--- config.mk ---
export PLATFORM = sky130hd
export DESIGN_NAME = display_write_height_decoder
export DESIGN_NICKNAME = d
export VERILOG_FILES = /design/src/rtl/core/dwhd_pkg.sv /design/src/rtl/core/dwhd_frame.sv /design/src/rtl/core/dwhd_decode.sv /design/src/rtl/core/display_write_height_decoder.sv
export SDC_FILE = /design/constraint.sdc
export NUM_CORES = 1
export LEC_CHECK = 0
export ABC_CLOCK_PERIOD_IN_PS = 8250
export BUFFER_PORTS_ARGS = -buffer_cell sky130_fd_sc_hd__buf_2
export CAP_MARGIN = 15
export CORE_MARGIN = 1
export CORE_UTILIZATION = 60
export CTS_CLUSTER_DIAMETER = 30
export CTS_CLUSTER_SIZE = 8
export DETAILED_ROUTE_END_ITERATION = 10
export PLACE_DENSITY = 0.86
export SETUP_SLACK_MARGIN = 0.1
export SLEW_MARGIN = 5
export SYNTH_ARGS = -nofsm -noshare
export SYNTH_HDL_FRONTEND = slang
export SYNTH_HIERARCHICAL = 1
export SYNTH_SLANG_ARGS = --single-unit
--- constraint.sdc ---
create_clock -name clk_i -period 8.25 [get_ports clk_i]
set_clock_uncertainty 0.2 [all_clocks]
set_input_delay 0.825 -clock clk_i [delete_from_list [all_inputs] [get_ports clk_i]]
set_output_delay 0.825 -clock clk_i [all_outputs]
set_load 0.1 [all_outputs]
--- src/rtl/core/dwhd_pkg.sv ---
// dwhd_pkg: shared types, constants and the segment code table for the
// display write height decoder. No dependencies.
`timescale 1ns / 1ps

package dwhd_pkg;

  // display bus addresses of the four digits
  localparam logic [6:0] ADDR_DIGIT1 = 7'h34;
  localparam logic [6:0] ADDR_DIGIT2 = 7'h35;
  localparam logic [6:0] ADDR_DIGIT3 = 7'h36;
  localparam logic [6:0] ADDR_DIGIT4 = 7'h37;

  // frame position counts 0..4 writes
  localparam int unsigned FRAME_LEN = 4;
  localparam int unsigned POS_W     = 3;

  // decoded digit values beyond 0..9
  localparam logic [3:0] CODE_BLANK   = 4'd10;
  localparam logic [3:0] CODE_UNKNOWN = 4'd11;

  localparam int unsigned CM_W = 10;
  localparam int unsigned MM_W = 14;

  // configuration register indexes
  localparam logic CFG_MIN_HEIGHT = 1'b0;
  localparam logic CFG_MAX_HEIGHT = 1'b1;

  localparam logic [CM_W-1:0] MIN_HEIGHT_RST = 10'd40;
  localparam logic [CM_W-1:0] MAX_HEIGHT_RST = 10'd200;

  typedef enum logic [1:0] {
    ST_WAIT    = 2'd0,
    ST_VALID   = 2'd1,
    ST_INVALID = 2'd2
  } dwhd_status_e;

  // frame tracker to decoder: the completed frame's digit bytes
  typedef struct packed {
    logic       complete;
    logic [7:0] hund_seg;
    logic [7:0] tens_seg;
    logic [7:0] ones_seg;
  } dwhd_frame_t;

  // expected address at each frame position: digit 3, 2, 1, 4
  function automatic logic [6:0] expected_addr(input logic [1:0] pos);
    logic [6:0] addr;
    case (pos)
      2'd0:    addr = ADDR_DIGIT3;
      2'd1:    addr = ADDR_DIGIT2;
      2'd2:    addr = ADDR_DIGIT1;
      default: addr = ADDR_DIGIT4;
    endcase
    return addr;
  endfunction

  // seven-segment pattern to digit value
  function automatic logic [3:0] seg_value(input logic [7:0] seg);
    logic [3:0] val;
    case (seg)
      8'h00:   val = CODE_BLANK;
      8'h5F:   val = 4'd0;
      8'h44:   val = 4'd1;
      8'h9E:   val = 4'd2;
      8'hD6:   val = 4'd3;
      8'hC5:   val = 4'd4;
      8'hD3:   val = 4'd5;
      8'hDB:   val = 4'd6;
      8'h46:   val = 4'd7;
      8'hDF:   val = 4'd8;
      8'hD7:   val = 4'd9;
      default: val = CODE_UNKNOWN;
    endcase
    return val;
  endfunction

endpackage

--- src/rtl/core/dwhd_frame.sv ---
// dwhd_frame: frame order tracker and digit store for the height decoder.
// Depends on dwhd_pkg.
`timescale 1ns / 1ps

module dwhd_frame (
  input  logic                 clk_i,
  input  logic                 rst_ni,
  input  logic                 req_en_i,
  input  logic [6:0]           addr_i,
  input  logic [7:0]           seg_i,
  output dwhd_pkg::dwhd_frame_t frame_o
);

  logic [dwhd_pkg::POS_W-1:0] pos_q, pos_d;
  logic [7:0]                 digit_q [3];
  logic [7:0]                 digit_d [3];

  logic                       in_range;
  logic                       restart;
  logic [dwhd_pkg::POS_W-1:0] pos_eff;
  logic                       in_order;

  assign in_range = (addr_i >= dwhd_pkg::ADDR_DIGIT1) && (addr_i <= dwhd_pkg::ADDR_DIGIT4);
  assign restart  = (addr_i == dwhd_pkg::ADDR_DIGIT3);
  // a digit 3 write drops the frame before the order check
  assign pos_eff  = restart ? '0 : pos_q;
  assign in_order = (pos_eff < dwhd_pkg::POS_W'(dwhd_pkg::FRAME_LEN))
                    && (addr_i == dwhd_pkg::expected_addr(pos_eff[1:0]));

  always_comb begin
    pos_d   = pos_q;
    digit_d = digit_q;
    if (req_en_i && in_range) begin
      if (restart || !in_order) begin
        pos_d   = '0;
        digit_d = '{default: '0};
      end
      if (in_order) begin
        pos_d = pos_eff + 1'b1;
        if (addr_i[1:0] != 2'd3) begin
          digit_d[addr_i[1:0]] = seg_i;
        end
      end
    end
  end

  always_ff @(posedge clk_i or negedge rst_ni) begin
    if (!rst_ni) begin
      pos_q   <= '0;
      digit_q <= '{default: '0};
    end else begin
      pos_q   <= pos_d;
      digit_q <= digit_d;
    end
  end

  // the digit 4 write closes the frame; digits 1..3 are already stored
  assign frame_o.complete = in_range && in_order
                            && (pos_eff == dwhd_pkg::POS_W'(dwhd_pkg::FRAME_LEN - 1));
  assign frame_o.hund_seg = digit_q[0];
  assign frame_o.tens_seg = digit_q[1];
  assign frame_o.ones_seg = digit_q[2];

endmodule

--- src/rtl/core/dwhd_decode.sv ---
// dwhd_decode: segment decode, height assembly and limit check.
// Depends on dwhd_pkg.
`timescale 1ns / 1ps

module dwhd_decode (
  input  dwhd_pkg::dwhd_frame_t          frame_i,
  input  logic [dwhd_pkg::CM_W-1:0]      min_cm_i,
  input  logic [dwhd_pkg::CM_W-1:0]      max_cm_i,
  output dwhd_pkg::dwhd_status_e         status_o,
  output logic [dwhd_pkg::MM_W-1:0]      height_mm_o
);

  logic [3:0]                hund, tens, ones;
  logic                      bad_digit;
  logic [dwhd_pkg::CM_W-1:0] hund_cm, cm;

  assign hund = dwhd_pkg::seg_value(frame_i.hund_seg);
  assign tens = dwhd_pkg::seg_value(frame_i.tens_seg);
  assign ones = dwhd_pkg::seg_value(frame_i.ones_seg);

  // tens and ones must be real digits; hundreds may be blank
  assign bad_digit = (hund == dwhd_pkg::CODE_UNKNOWN) || (tens > 4'd9) || (ones > 4'd9);

  assign hund_cm = (hund == dwhd_pkg::CODE_BLANK) ? '0
                   : dwhd_pkg::CM_W'(hund) * dwhd_pkg::CM_W'(100);
  assign cm = hund_cm + dwhd_pkg::CM_W'(tens) * dwhd_pkg::CM_W'(10)
              + dwhd_pkg::CM_W'(ones);

  always_comb begin
    status_o    = dwhd_pkg::ST_WAIT;
    height_mm_o = '0;
    if (frame_i.complete) begin
      if (bad_digit || (cm < min_cm_i) || (cm > max_cm_i)) begin
        status_o = dwhd_pkg::ST_INVALID;
      end else begin
        status_o    = dwhd_pkg::ST_VALID;
        height_mm_o = dwhd_pkg::MM_W'(cm) * dwhd_pkg::MM_W'(10);
      end
    end
  end

endmodule

--- src/rtl/core/display_write_height_decoder.sv ---
// display_write_height_decoder: top level with request register, frame
// tracker, decoder and result register. Depends on dwhd_pkg, dwhd_frame, dwhd_decode.
`timescale 1ns / 1ps

// channel   | dir | tdata fields (lsb first)                         | width
// s_axis    | in  | digit_address[6:0], segment_byte[14:7], pad[15] | 16
// m_axis    | out | status[1:0], height_mm[15:2]                     | 16
// cfg       | in  | cfg_idx_i selects min (0) or max (1) height, cm  | 10
//
// one result per request; a request passes through the request register
// and then the result register, and one request is taken every cycle
// when m_axis_tready stays high.
// the frame tracker state updates as a request moves into the result
// register; a stalled result register holds the request register, which
// still takes a new request the cycle the result is taken.
// reset clears valids, frame position, digit store and sets limits 40/200 cm.

module display_write_height_decoder (
  input  logic        clk_i,
  input  logic        rst_ni,

  input  logic        s_axis_tvalid,
  output logic        s_axis_tready,
  input  logic [15:0] s_axis_tdata,   // digit_address[6:0], segment_byte[14:7]

  output logic        m_axis_tvalid,
  input  logic        m_axis_tready,
  output logic [15:0] m_axis_tdata,   // status[1:0], height_mm[15:2]

  input  logic        cfg_we_i,
  input  logic        cfg_idx_i,
  input  logic [9:0]  cfg_wdata_i
);

  // request register
  logic       req_valid_q, req_valid_d;
  logic [6:0] req_addr_q;
  logic [7:0] req_seg_q;

  // result register
  logic                          rsp_valid_q, rsp_valid_d;
  dwhd_pkg::dwhd_status_e        rsp_status_q;
  logic [dwhd_pkg::MM_W-1:0]     rsp_height_q;

  // configuration
  logic [dwhd_pkg::CM_W-1:0] min_cm_q, max_cm_q;

  logic                          advance;
  logic                          s_accept;
  dwhd_pkg::dwhd_frame_t         frame;
  dwhd_pkg::dwhd_status_e        dec_status;
  logic [dwhd_pkg::MM_W-1:0]     dec_height;

  // request moves on when the result register is free or being emptied
  assign advance       = req_valid_q && (!rsp_valid_q || m_axis_tready);
  assign s_axis_tready = !req_valid_q || advance;
  assign s_accept      = s_axis_tvalid && s_axis_tready;

  assign req_valid_d = s_accept || (req_valid_q && !advance);
  assign rsp_valid_d = advance || (rsp_valid_q && !m_axis_tready);

  always_ff @(posedge clk_i or negedge rst_ni) begin
    if (!rst_ni) begin
      req_valid_q <= 1'b0;
      rsp_valid_q <= 1'b0;
    end else begin
      req_valid_q <= req_valid_d;
      rsp_valid_q <= rsp_valid_d;
    end
  end

  // payload registers
  always_ff @(posedge clk_i) begin
    if (s_accept) begin
      req_addr_q <= s_axis_tdata[6:0];
      req_seg_q  <= s_axis_tdata[14:7];
    end
    if (advance) begin
      rsp_status_q <= dec_status;
      rsp_height_q <= dec_height;
    end
  end

  // height limits
  always_ff @(posedge clk_i or negedge rst_ni) begin
    if (!rst_ni) begin
      min_cm_q <= dwhd_pkg::MIN_HEIGHT_RST;
      max_cm_q <= dwhd_pkg::MAX_HEIGHT_RST;
    end else if (cfg_we_i) begin
      unique case (cfg_idx_i)
        dwhd_pkg::CFG_MIN_HEIGHT: min_cm_q <= cfg_wdata_i;
        dwhd_pkg::CFG_MAX_HEIGHT: max_cm_q <= cfg_wdata_i;
        default: ;
      endcase
    end
  end

  dwhd_frame u_frame (
    .clk_i   (clk_i),
    .rst_ni  (rst_ni),
    .req_en_i(advance),
    .addr_i  (req_addr_q),
    .seg_i   (req_seg_q),
    .frame_o (frame)
  );

  dwhd_decode u_decode (
    .frame_i    (frame),
    .min_cm_i   (min_cm_q),
    .max_cm_i   (max_cm_q),
    .status_o   (dec_status),
    .height_mm_o(dec_height)
  );

  assign m_axis_tvalid = rsp_valid_q;
  assign m_axis_tdata  = {rsp_height_q, rsp_status_q};

endmodule
# --- Word level (Yosys, flattened, before mapping) ---
# Index checks and enable logic that the tools add are counted.
word_totals:
  ff_bits: 80
  output_inout_bits: 18
  wordCells: 118
op_classes:
  add_sub_neg: 3
  mul: 3
  magnitude_cmp: 9
  n_eq_ne: 38
  n_mux: 16
  bitwise_logic: 3
  reduce_logical: 33
op_table:
  columns: ["op", "count"]
  rows:
  - ["== test 8 bit, second input constant", 21]
  - ["case mux 4 bit (11 select lines)", 3]
  - ["two-way mux 24 bit", 4]
  - ["== test 8 x 7 -> 1 bit, second input constant", 9]
  - ["bitwise mux 24 bit", 1]
  - ["logical NOT 8 bit", 3]
  - ["demux 8 bit (select 2 bit)", 1]
  - ["multiplier 10 x 3 -> 13 bit, second input constant", 1]
  - ["adder 10 x 4 -> 10 bit", 1]
  - ["adder 10 x 8 -> 10 bit", 1]
  - ["greater-than comparator 10 bit", 1]
  - ["logical AND 1 bit", 10]
  - ["less-than comparator 10 bit", 1]
  - ["two-way mux 10 bit", 1]
  - ["logical OR 1 bit", 9]
  - ["two-way mux 3 bit", 3]
  - ["== test 4 bit, second input constant", 2]
  - ["greater-than comparator 4 bit, second input constant", 2]
  - ["multiplier 4 x 5 -> 8 bit, second input constant", 1]
  - ["two-way mux 8 bit", 1]
  - ["== test 7 x 6 -> 1 bit", 1]
  - ["== test 7 x 6 -> 1 bit, second input constant", 1]
  - [">= comparator 7 x 6 -> 1 bit, second input constant", 1]
  - ["<= comparator 7 x 6 -> 1 bit, second input constant", 1]
  - ["other kinds (18)", 25]

# --- Logic depth before layout (Yosys ltp) ---
depth:
  word_depth: 13
  ltp_mapped: 27

# --- Modules after synthesis ---
# Netlist, hierarchy kept.
by_module_without_submodules:
  columns: ["mod", "n_inst", "cells_each", "area_per_inst_um2", "seq_area_each_um2"]
  rows:
  - ["dwhd_decode", 1, 326, 2467.4, 0.0]
  - ["display_write_height_decoder", 1, 82, 1783.0, 1487.7]
  - ["dwhd_frame", 1, 90, 1218.7, 675.6]

# --- Least setup slack after synthesis ---
# Ideal clock, no wire load.
synth_timing:
  path_type: "flip-flop to flip-flop"
  from: "register u_frame.digit_q, in the netlist u_frame/frame_o[19]"
  to: "register rsp_height_q[1] in the netlist's numbering (data pin)"
  setup_time_ns: 0.255
  t_arrival_ns: 6.309
  required_ns: 7.795
  path_slack_ns: 1.486
  path_stages_with_launch: 25
  synth_period_minus_slack_ns: 6.764
  cell_sequence: "dfrtp_1 -> clkbuf_1 -> or4b_2 -> o32ai_1 -> a32oi_1 -> and3_1 -> or2_2 -> ha_1 -> inv_1 -> ha_1 -> fa_1 -> and2_1 -> ha_1 -> ha_1 -> or2_2 -> a31oi_1 -> xor2_1 -> ha_1 -> a31o_2 -> a221o_1 -> maj3_1 -> nand2_1 -> a2111oi_4 -> buf_6 -> and2_1"
synth_between:
  elab_chain_len: 10
  elab_cells_between_ends: 25
  classes_between: "2 x add/sub; 1 x mul; 2 x order compare; 12 x eq/ne; 2 x mux; 6 x reduce/logical"
synth_rtl:
  columns: ["item", "line", "source"]
  rows:
  - ["start: declaration", "dwhd_frame.sv:15", "logic [7:0] digit_q [3];"]
  - ["start signal: assignment", "dwhd_frame.sv:53", "digit_q <= digit_d;"]
  - ["== test 8 bit (tied with other cells)", "dwhd_pkg.sv:60", "case (seg)"]
  - ["case mux 4 bit (11 select lines) (*)", "dwhd_pkg.sv:60", null]
  - ["multiplier 4 x 5 -> 8 bit / == test 4 bit (equally long branches)", "dwhd_decode.sv:25, dwhd_decode.sv:24", null]
  - ["two-way mux 10 bit", "dwhd_decode.sv:24", "assign hund_cm = (hund == dwhd_pkg::CODE_BLANK) ? '0"]
  - ["adder 10 x 8 -> 10 bit", "dwhd_decode.sv:26", "assign cm = hund_cm + dwhd_pkg::CM_W'(tens) * dwhd_pkg::CM_W'(10)"]
  - ["adder 10 x 4 -> 10 bit", "dwhd_decode.sv:27", "+ dwhd_pkg::CM_W'(ones);"]
  - ["less-than comparator 10 bit", "dwhd_decode.sv:33", "if (bad_digit || (cm < min_cm_i) || (cm > max_cm_i)) begin"]
  - ["logical OR 1 bit", "dwhd_decode.sv:33", null]
  - ["logical OR 1 bit (*)", "dwhd_decode.sv:33", null]
  - ["OR reduction 2 bit (no line) (*)", null, null]
  - ["end signal: assignment", "display_write_height_decoder.sv:80", "rsp_height_q <= dec_height;"]
  - ["end: declaration", "display_write_height_decoder.sv:43", "logic [dwhd_pkg::MM_W-1:0] rsp_height_q;"]
# Every way passes the cells marked *; elsewhere a longest branch is shown, timed or not.
# A chain may end at the register's enable or synchronous reset.

# --- Final worst setup path ---
layout_timing:
  from: "register u_frame.digit_q, in the netlist u_frame/frame_o[18]"
  to: "register rsp_height_q[11] in the netlist's numbering (data pin)"
layout_between:
  elab_chain_len: 10
  elab_cells_between_ends: 26
  classes_between: "2 x add/sub; 2 x mul; 2 x order compare; 12 x eq/ne; 2 x mux; 6 x reduce/logical"
layout_rtl:
  columns: ["item", "line"]
  rows:
  - ["== test 8 bit (tied with other cells)", "dwhd_pkg.sv:60"]
  - ["case mux 4 bit (11 select lines) (*)", "dwhd_pkg.sv:60"]
  - ["branches (longest 8 deep; another with multiplier 10 x 3 -> 13 bit)", null]
# Mark *: on every way between the ends.

==> results.cfg <==
[global_route]
grt_use_met1 = 0.301
antenna_found_initial = 0
busiest_layer = met2
met2_usage = 0.430
grtUsageTotal = 0.248
grt-ovfl-total = 0
grt_pass1_vias = 4087
use_met3 = 0.0504
grt_start_max_net_pins = 50
grt_pass1_wl_um = 18900

[setup_path]
path_class = register to register
cp_num_buf_inv = 2
crit_chain = inv_1 -> or4b_2 -> o32ai_1 -> a32oi_1 -> and3_1 -> or2_2 -> ha_1 -> inv_1 -> ha_1 -> fa_1 -> and2_1 -> ha_1 -> ha_1 -> or2_2 -> a31oi_1 -> xor2_1 -> ha_1 -> nand3_1 -> a22oi_1 -> o21ai_1 -> or4_4 -> a2111oi_4 -> nor3b_1
cp_top_family = simple AND/OR/NAND/NOR gates
crit_path_max_fanout = 13
r2r_slack_ns = 0.81
crit_required_ns = 8.25
slowest_stage = or4b_2
worstReg2RegStart = u_frame/frame_o[18]
crit_arrival_ns = 7.44
r2r-end = rsp_height_q[11]
crit_path_max_incr_delay_ns = 0.64
reg2reg_depth = 23
cp-start-kind = register
end_kind = register
cpMostUsedCell = ha_1
cp.depth = 23

[die]
pin_count = 50
rows = 34
fp.dieW_um = 97.5
start_util = 0.624
die_h_um = 97.5
core_um2 = 8760
die-area_um2 = 9500

[cts]
post_cts_buffers = 0
htreeDepth = 3
clk_pin_slew_ns = 0.10
clock_path_buffers = 2
worstSkewPairLatency_ns = 0.36
ctsResizeCount = 0
cts_tree = done
cts_buffers = 9
hold_buffers = 0
cts.sink_count = 80
clockRootBuffer = clkbuf_8

[hold_path]
hold_path_class = input pin to async pin

[route]
wl_um = 11200
vias = 4178
drc = 0
drt-pass1-iter-count = 7
drt_iter0_drc = 267
viasPerCell = 6.30
final_antenna_net_count = 0
wl_per_cell_um = 17.0

[timing]
max_freq_mhz = 134
drv_slew = 0
fin_crit_ns = 7.44
grt_setup_unrepaired = no
slew_headroom = 0.430
worst_slack_ns = 0.808
min_period_over_period = 0.902
tightest_slew_ns = 0.855
hold_viol = 0
finalSetupViolCount = 0
fin_tns_setup_ns = 0

[logic_synthesis]
synth-seq-cells = 80
syn_area_per_cell_um2 = 11.0
syn_nets = 595
netlist_instances = 498
synthArstFlopShare = 0.613
yosysTopAreaCell = dfrtp_1
seq_area_frac_synth = 0.396
yosysWarnings = 6
ys_types = 81
yosysTopAreaCellShare = 0.201
netlist_area_um2 = 5470
synth-main-ff-cell = dfrtp_1
synth_edf_count = 31
synth_area_leaders = dfrtp_1 20%, edfxtp_1 17%, ha_1 13%, mux2_2 4.1%, a22o_1 3.8%

[pwr]
combPwrFrac = 0.406
p_seq_frac = 0.371
ir_drop_mv = 0.100
p_total_w = 0.00126
p_int_w = 0.000785
clock_power_share = 0.223
swShare = 0.375
power_switching_w = 0.000470
p_leak_nw = 2.64
power_density_nw_per_um2 = 209

[placed_design]
dp_hpwl_um = 8470
dp.cells = 646
pre_cts_ws_ns = 0.878
routabilityCongestion = 0.860
io_buffers = 48

[cells_and_area]
final_core_util = 0.684
fin_cells = 663
diodes = 0
final_nets = 647
drive_gt1_frac = 0.205
syn2layout_area_growth_pct = 9.68

[run]
drv.max_cap_violation_count = 0

[status]
status = finished clean
metrics by stage:
| step | hold slack, ns | area, um^2 |
|---|---|---|
| 6_report | 0.165 | 6000 |
| 5_1_grt | 0.152 | 6000 |
| 4_1_cts | 0.292 | 5980 |
| 3_5_place_dp | 0.282 | 5790 |
| 3_3_place_gp | 0.263 | 5790 |
| 2_1_floorplan | 0.249 | 5470 |
final cells by class:
cell class,instances,area [um^2]
multi-input cells,369,3090
fillers,633,2770
flip-flops and latches,80,2160
repair buffers,50,268
clock buffers,11,151
inverters,40,150
well taps,108,135
clock inverters,5,38.8
worst max-delay path by stage:
| stage | to | slack [ns] | start |
|---|---|---|---|
| detailed placement | rsp_height_q[11] | 0.88 | u_frame/frame_o[18] |
| global route | rsp_height_q[11] | 0.25 | u_frame/frame_o[18] |
| CTS | rsp_height_q[11] | 0.81 | u_frame/frame_o[18] |
| finish | rsp_height_q[11] | 0.81 | u_frame/frame_o[18] |
| floorplan | rsp_height_q[1] | 1.49 | u_frame/frame_o[19] |
| global placement | rsp_height_q[11] | 1.03 | u_frame/frame_o[18] |
placed cells by master (no fill, tap or decap), drive strengths merged, types with 17 or more instances in the layout:
cell type and instances:
a21oi 19, a22o 27, buf 50, dfrtp 44, edfxtp 31, ha 59, inv 41, mux2 20
nand2 31, nor3 17
metal layers:
layer	vias to the layer above	wire (um)	share of wire
met5	-	0	0
met4	0	314	0.028
met3	30	551	0.049
met2	152	5610	0.50
met1	2024	4760	0.42
li1	1972	-	-
state kept, by name, summed over array words and instances, names as in the netlist:
signal           cells
u_frame/frame_o     24
rsp_height_q        14
max_cm_q            10
min_cm_q            10
req_seg_q            8
req_addr_q           7
u_frame/pos_q        3
rsp_status_q         2
m_axis_tvalid        1
req_valid_q          1
synth_stat cells (all sizes together), types with 3 or more instances:
cell,number
nor3,17
nor4,3
o21a,4
nand2b,9
and4,5
nand2,31
inv,40
nor2,15
buf,5
ha,59
a21o,6
a31oi,5
dfrtp,44
a22o,27
edfxtp,31
o21bai,3
o21ai,14
xor2,8
mux2,20
clkbuf,4
nor2b,7
and2,14
a32oi,3
nor3b,6
a21oi,19
or4b,3
and3,7
fa,6
dfstp,5
or3,4
or4,3
a211o,4
xnor2,11
nand3,11
power by group through the flow:
stage / Sequential (W) / Combinational, W / Clock [W]
after floorplan: 0.000505 / 0.000347 / 0
after global placement: 0.000472 / 0.000464 / 0
after detailed placement: 0.000474 / 0.000498 / 0
after CTS: 0.000466 / 0.000504 / 0.000284
after global routing: 0.000470 / 0.000566 / 0.000301
final: 0.000466 / 0.000509 / 0.000281
worst reg2reg max path: stages, from the launching register on:
cell	delay, ns
dfrtp_1	0.49
inv_1	0.15
or4b_2	0.64
o32ai_1	0.27
a32oi_1	0.25
and3_1	0.25
or2_2	0.34
ha_1	0.29
inv_1	0.04
ha_1	0.21
fa_1	0.42
and2_1	0.15
ha_1	0.29
ha_1	0.35
or2_2	0.32
a31oi_1	0.20
xor2_1	0.47
ha_1	0.23
nand3_1	0.08
a22oi_1	0.13
o21ai_1	0.09
or4_4	0.54
a2111oi_4	0.64
nor3b_1	0.26
cell families after synthesis:
kind of cell | synth area share
other | 0.000686
DFF | 0.396
and+or+nand+nor | 0.165
adders and majority gates | 0.159
xor gates and xnor gates | 0.0304
muxes | 0.0430
buffers and inverters | 0.0391
AOI/OAI and AO/OA | 0.167
Power figures use the tool's default switching activity.
